File: config.mk
export PLATFORM = sky130hd
export DESIGN_NAME = sacts_way_sel
export DESIGN_NICKNAME = d
export VERILOG_FILES = /design/src/rtl/sacts_pkg.sv /design/src/rtl/sacts_way_sel.sv
export SDC_FILE = /design/constraint.sdc
export NUM_CORES = 1
export LEC_CHECK = 0
export CAP_MARGIN = 20
export CORE_AREA = 2 2 112 114
export DETAILED_ROUTE_END_ITERATION = 6
export DIE_AREA = 0 0 114 116
export DONT_BUFFER_PORTS = 1
export SLEW_MARGIN = 0
export SYNTH_ARGS = -nofsm -noshare
export SYNTH_HDL_FRONTEND = slang
export SYNTH_SLANG_ARGS = --single-unit
File: constraint.sdc
create_clock -name vclk -period 9.3
set_clock_uncertainty 0.2 [all_clocks]
set_input_delay 0.93 -clock vclk [all_inputs]
set_output_delay 0.93 -clock vclk [all_outputs]
set_load 0.01 [all_outputs]
File: src/rtl/sacts_pkg.sv
// Types, sizes and tables of the set-associative tag store
`default_nettype none

package sacts_pkg;

  localparam int SETS = 256;
  localparam int WAYS = 4;

  localparam int ADDR_W = 31;
  localparam int TIME_W = 32;
  localparam int PICK_W = 8;
  localparam int WAYOUT_W = 8;
  localparam int ENT_W = ADDR_W + 1;

  localparam int SET_W = (SETS > 1) ? $clog2(SETS) : 1;
  localparam int WAY_W = (WAYS > 1) ? $clog2(WAYS) : 1;
  localparam int WAY_P = 1 << WAY_W;

  // Reciprocal for the set reduction: quot = (addr * RECIP_M) >> RECIP_SH
  localparam int RECIP_SH = 31;
  localparam logic [31:0] RECIP_M = 32'((64'(1) << RECIP_SH) / SETS);

  localparam logic [1:0] REQ_LOOKUP     = 2'd0;
  localparam logic [1:0] REQ_ALLOC_LRU  = 2'd1;
  localparam logic [1:0] REQ_ALLOC_RAND = 2'd2;
  // Unused selector: no state change, all-zero result
  localparam logic [1:0] REQ_UNUSED     = 2'd3;

  typedef struct packed {
    logic              valid;
    logic [ADDR_W-1:0] addr;
  } tag_ent_t;

  typedef tag_ent_t [WAYS-1:0] tag_row_t;
  typedef logic [WAYS-1:0][TIME_W-1:0] stamp_row_t;

  typedef struct packed {
    logic             hit;
    logic [WAY_W-1:0] hit_way;
    logic [WAY_W-1:0] lru_way;
  } sel_res_t;

  typedef logic [WAY_W-1:0] pick_rom_t [1 << PICK_W];

  function automatic pick_rom_t build_pick_rom();
    pick_rom_t rom;
    for (int i = 0; i < (1 << PICK_W); i++) begin
      rom[i] = WAY_W'(i % WAYS);
    end
    return rom;
  endfunction

  // Random pick reduced modulo the way count
  localparam pick_rom_t PICK_ROM = build_pick_rom();

endpackage

`default_nettype wire

File: src/rtl/sacts_way_sel.sv
// Way search of one set: hit match, LRU pick and empty-way override
`default_nettype none

module sacts_way_sel
  import sacts_pkg::*;
(
  input  wire tag_row_t          tag_row,
  input  wire stamp_row_t        stamp_row,
  input  wire logic [ADDR_W-1:0] addr,
  output sel_res_t               sel
);

  logic [TIME_W-1:0] node_stamp [2*WAY_P-1];
  logic [WAY_W-1:0]  node_idx   [2*WAY_P-1];
  logic              found;
  logic [WAY_W-1:0]  hit_way;
  logic [WAY_W-1:0]  lru_way;

  // First matching way
  always_comb begin
    found   = 1'b0;
    hit_way = '0;
    for (int i = 0; i < WAYS; i++) begin
      if (!found && tag_row[i].valid && tag_row[i].addr == addr) begin
        found   = 1'b1;
        hit_way = WAY_W'(i);
      end
    end
  end

  // Min tree; ties keep the left (lower) way, padding sits at the right
  always_comb begin
    for (int i = 0; i < WAY_P; i++) begin
      node_stamp[WAY_P-1+i] = (i < WAYS) ? stamp_row[i] : '1;
      node_idx[WAY_P-1+i]   = WAY_W'(i);
    end
    for (int n = WAY_P - 2; n >= 0; n--) begin
      if (node_stamp[2*n+2] < node_stamp[2*n+1]) begin
        node_stamp[n] = node_stamp[2*n+2];
        node_idx[n]   = node_idx[2*n+2];
      end else begin
        node_stamp[n] = node_stamp[2*n+1];
        node_idx[n]   = node_idx[2*n+1];
      end
    end
    // Last empty way wins over the stamps
    lru_way = node_idx[0];
    for (int i = 0; i < WAYS; i++) begin
      if (!tag_row[i].valid) begin
        lru_way = WAY_W'(i);
      end
    end
  end

  assign sel = '{hit: found, hit_way: hit_way, lru_way: lru_way};

endmodule

`default_nettype wire

==> key figures, run 1 <==
Logic synthesis
  • Netlist cell types: 41
  • Seq/Total Area, Yosys: 0
  • Mapped Nets: 1,000
  • Syn avg cell area: 7.12 um^2
  • Synth Instances: 620
  • Mapped cell area: 0.00442 mm^2
  • Synth Warn #: 0

Placed design
  • Area after DPL: 0.00448 mm^2
  • GPL Wtd Cong: 0.902
  • I/O Buffers: 0
  • Placement Setup Slack: 2.85 ns
  • Post-DP HPWL: 13,900 um

Power and ir drop
  • Internal Power: 118 uW
  • Combinational share of power: 1.000
  • Switching share of power: 0.514
  • Flop pwr share: 0
  • Max VDD drop: 0.0187 mV
  • Clock power frac: 0
  • PwrDens: 54.3 mW/mm^2
  • LEAKAGE: 2.05 nW
  • NetSw: 125 uW

Layout
  • Ant diodes: 0
  • Reg area: 0 um^2
  • Share of layout cells above drive strength 1: 0.00855
  • Fillers: 1,252
  • Nets@finish: 967
  • Cell area after layout: 0.00448 mm^2
  • # clk buffers: 0
  • Area growth syn-to-layout: 1.36%
  • Num sequential: 0

Global route
  • Met1 Use GR: 0.211
  • GR Util met2: 0.444
  • Overflow after GRT: 0
  • Met3 Use GR: 0.0481
  • Number of antenna violations at the first check in global routing: 0
  • Largest net degree at the start of global routing: 43
  • GRT busiest layer: met2
  • Vias in the first global route: 4,317
  • First-pass GRT wire length: 22,000 um
  • GR Util All Layers: 0.213

Detailed routing
  • Post-Route WL: 15,000 um
  • Antenna Nets Post-Route: 0
  • Via Count: 4,184
  • Drt drc: 0
  • Routed len/inst: 20.5 um
  • TritonRoute pass-1 iters: 4
  • Drt via density: 5.72
  • Initial DRC count: 189

Flow run
  • Max-cap violations: 0

Floorplan
  • Initial cell density of the core: 0.371
  • Die Height: 116 um
  • Rows: 40
  • Die Span X: 114 um
  • Ports: 292
  • Die ar.: 0.0132 mm^2
  • Core Area: 0.0119 mm^2

STA
  • Worst hold slack: 1.83 ns
  • Slew HR: 0.584
  • Post-layout min period: 6.43 ns
  • Final setup viols: 0
  • Setup_tns: 0 ns
  • Fin crit share: 0.691
  • Slew @ Worst Pin: 0.615 ns
  • RSZ-0062 raised after global routing: false
  • Setup ws final: 2.87 ns
  • Final hold violation count: 0
  • Slew Viols, Final: 0
  • Peak Freq: 0.156 GHz

Hold path
  • Worst Hold Class: in -> out

Worst setup path
  • CP arrival: 5.30 ns
  • Worst-path fanout max: 23
  • CP Launch Type: input pin
  • Crit end category: primary output
  • Critical path class: in -> out
  • Crit path required time: 8.17 ns

Run status
  • Status: complete, no violations

CTS
  • Post-CTS Resized: 0
  • Setup bufs post-CTS: 0
  • Post-CTS Hold Fix Bufs: 0
## critical path, cell delays in order
cell	delay, ns
inv_1	0.02
ha_1	0.29
a211oi_1	0.24
o21ai_1	0.10
a21oi_1	0.29
o21ai_1	0.19
a21oi_4	0.43
buf_4	0.45
mux2i_1	0.25
ha_1	0.27
a21o_1	0.16
a21oi_1	0.14
nor2b_1	0.06
o41ai_1	0.51
nand2_1	0.14
nor4_1	0.27
a21oi_1	0.14
o211ai_1	0.39
## cells by family after synthesis
kind of cell | share of synthesized area
XOR/XNOR | 0.238
AO/OA/AOI/OAI | 0.165
AND/OR/NAND/NOR | 0.166
buffers and inverters | 0.0926
adder cells (fa/ha/maj) | 0.263
multiplexers | 0.0751
## placed cells by master (no fill, tap or decap), types with 3 or more instances in the layout
cell,n
nor2b_1,4
nand4_1,40
o21ai_1,5
o21ai_0,46
ha_1,93
nor4_1,8
a221oi_1,6
nor2_1,10
nand2_1,65
xnor2_1,117
mux2i_1,32
o21a_1,3
nand3_1,7
nor3_1,3
inv_1,70
a21o_1,9
and4_1,5
a21oi_1,33
xor2_1,3
## power by group through the flow
stage / registers, mW / clock network (mW) / logic, mW
2_1_floorplan: 0 / 0 / 0.203
3_3_place_gp: 0 / 0 / 0.235
3_5_place_dp: 0 / 0 / 0.244
4_1_cts: 0 / 0 / 0.246
5_1_grt: 0 / 0 / 0.281
6_report: 0 / 0 / 0.243
## cell usage after synthesis, types with 4 or more instances
cell      count  area share
nand4_1      40       0.057
ha_1         93        0.26
inv_1        70       0.059
a21o_1        9       0.015
a221oi_1      6       0.012
and4_1        5      0.0099
nand3_1       7      0.0079
nor2b_1       4      0.0057
nor4_1        8       0.011
o21ai_1       5      0.0057
mux2i_1      32       0.073
a21oi_1      33       0.037
xnor2_1     117        0.23
nor2_1       10      0.0085
nand2_1      65       0.055
o21ai_0      46       0.052
clkbuf_1     33       0.028
## final timing paths
kind                    startpoint  depth (start not counted)  slack [ns]      to
worst max-delay path  stamp_row[2]                         18        2.87  sel[1]
worst min-delay path  tag_row[127]                          1        1.83  sel[1]
## per-layer routing
metal	share of wire	up-vias
met4	0.026	0
met3	0.088	16
met2	0.55	204
met1	0.34	1871
met5	0	-
li1	-	2093
## layout make-up
cell class / instances / area [um^2] / area share
multi-input combinational: 513 / 4020 / 0.897
timing repair buffer: 2 / 15.0 / 0.00335
inverter: 70 / 263 / 0.0587
tap: 147 / 184 / 0.0411
## through the flow
stage	cells	total power, mW	util
6_report	732	0.243	0.376
2_1_floorplan	620	0.203	-
4_1_cts	732	0.246	0.376
3_3_place_gp	732	0.235	0.376
5_1_grt	732	0.281	0.376
3_5_place_dp	732	0.244	0.376
(Power assumes the default switching activity.)
==> run 2, diff against run 1 <==
clock period = 5.8 ns   (was 9.3 ns; I/O delays follow)
==> key figures, run 2 (same netlist as run 1, synthesis figures left out) <==
STA
  • RSZ-0062 raised after global routing: false
  • Fin crit share: 0.919
  • Final setup viols: 0 (unchanged)
  • Slew HR: 0.668 (+0.0837)
  • Slew Viols, Final: 0 (unchanged)
  • Post-layout min period: 5.33 ns
  • Slew @ Worst Pin: 0.493 ns (-0.122 ns)
  • Final hold violation count: 0 (unchanged)
  • Setup_tns: 0 ns (unchanged)
  • Peak Freq: 0.188 GHz

Floorplan
  • Ports: 292 (unchanged)
  • Die Height: 116 um (unchanged)
  • Rows: 40 (unchanged)
  • Die ar.: 0.0132 mm^2 (unchanged)
  • Initial cell density of the core: 0.371 (unchanged)
  • Die Span X: 114 um (unchanged)
  • Core Area: 0.0119 mm^2 (unchanged)

Power and ir drop
  • Total power: 402 uW (+65%)
  • LEAKAGE: 2.10 nW (+2.0%)
  • PwrDens: 88.5 mW/mm^2 (+63%)
  • Max VDD drop: 0.0331 mV (+77%)

Worst setup path
  • Critical path class: in -> out
  • CP Launch Type: input pin
  • Worst-path fanout max: 49 (+110%)
  • Crit path required time: 5.02 ns (-3.15 ns)
  • Crit end category: primary output
  • CP arrival: 4.55 ns (-0.75 ns)

Layout
  • Ant diodes: 0 (unchanged)
  • Most frequent cells in the layout: 117 x xnor2_1, 93 x ha_1, 70 x inv_1
  • Nets@finish: 976 (+0.93%)
  • Num sequential: 0 (unchanged)
  • Leading cell type in the layout, fill and taps excluded: xnor2_1
  • Area growth syn-to-layout: 2.89%
  • # clk buffers: 0 (unchanged)
  • Reg area: 0 um^2 (unchanged)
  • Share of layout cells above drive strength 1: 0.0236 (+0.0150)

Detailed routing
  • M1 WL: 5070 um (-0.84%)
  • Top sig layer: met4
  • Drt drc: 0 (unchanged)
  • Total length of routed met3 wires: 1420 um (+7.8%)
  • DR WL met2: 8180 um (about the same)
  • Post-Route WL: 15,200 um (+1.6%)
  • Antenna Nets Post-Route: 0 (unchanged)
  • Routed len/inst: 20.5 um (+0.35%)
  • Drt via density: 5.79 (+1.3%)
  • TritonRoute pass-1 iters: 6 (+2)
  • Initial DRC count: 182 (-3.7%)
  • Via Count: 4,292 (+2.6%)

Global route
  • First-pass GRT wire length: 22,300 um (+1.5%)
  • Overflow after GRT: 0 (unchanged)
  • GR Util All Layers: 0.216 (+0.00285)
  • Vias in the first global route: 4,477 (+3.7%)
  • Number of antenna violations at the first check in global routing: 0 (unchanged)
  • Largest net degree at the start of global routing: 50 (+16%)

Run status
  • Status: complete, no violations

Placed design
  • I/O Buffers: 0 (unchanged)
  • Post-DP HPWL: 14,200 um (+1.8%)
  • GPL Wtd Cong: 0.920 (+2.0%)

CTS
  • Post-CTS Resized: 0 (unchanged)
  • Setup bufs post-CTS: 0 (unchanged)
  • Post-CTS Hold Fix Bufs: 0 (unchanged)

Flow run
  • Max-cap violations: 0 (unchanged)

Hold path
  • Worst Hold Class: in -> out
==> run 2: cell types whose count changed in the layout (fill, tap and decap cells not counted) <==
cell	change
buf_4	+9
==> run 2: final cells by class <==
class              count  area [um^2]
repair buffers        11         82.6
well taps            147          184
fillers             1266         7370
inverters             70          263
multi-input cells    513         4020
==> run 2: report_power, final <==
part           internal (mW)  switching, mW
logic                  0.198          0.204
registers                  0              0
clock network              0              0
total                  0.198          0.204
==> run 2: path summary, 6_finish.rpt <==
path,depth (start not counted),slack [ns],to,start
worst max-delay path,18,0.47,sel[1],stamp_row[93]
worst min-delay path,2,1.17,sel[1],tag_row[127]
==> run 2: through the flow <==
| step | instance area [um^2] | utilization | instances | hold WS [ns] | worst slack, ns |
|---|---|---|---|---|---|
| floorplan | 4420 | - | 620 | 1.07 | 1.04 |
| detailed placement | 4510 | 0.379 | 737 | 1.17 | 0.291 |
| CTS | 4510 | 0.379 | 737 | 1.17 | 0.289 |
| global placement | 4510 | 0.379 | 737 | 1.17 | 0.489 |
| global route | 4540 | 0.382 | 741 | 1.18 | 0.138 |
| finish | 4540 | 0.382 | 741 | 1.17 | 0.471 |
==> run 2: critical path: stages <==
cell and delay [ns]:
inv_1 0.03, ha_1 0.30, a21o_1 0.17, a21o_1 0.18
a221oi_1 0.29, o21ai_1 0.17, a21oi_4 0.14, buf_4 0.39
o21ai_0 0.14, ha_1 0.35, a2111oi_0 0.40, o21ai_0 0.15
o2111ai_1 0.12, nand4_1 0.19, nor4_1 0.39, a21oi_1 0.17
o211ai_1 0.21, buf_4 0.16
==> run 2: routing by layer <==
metal,track usage,vias to the layer above
li1,-,2108
met1,0.210,1940
met2,0.446,218
met3,0.0481,26
met4,0.0691,0
met5,0,-
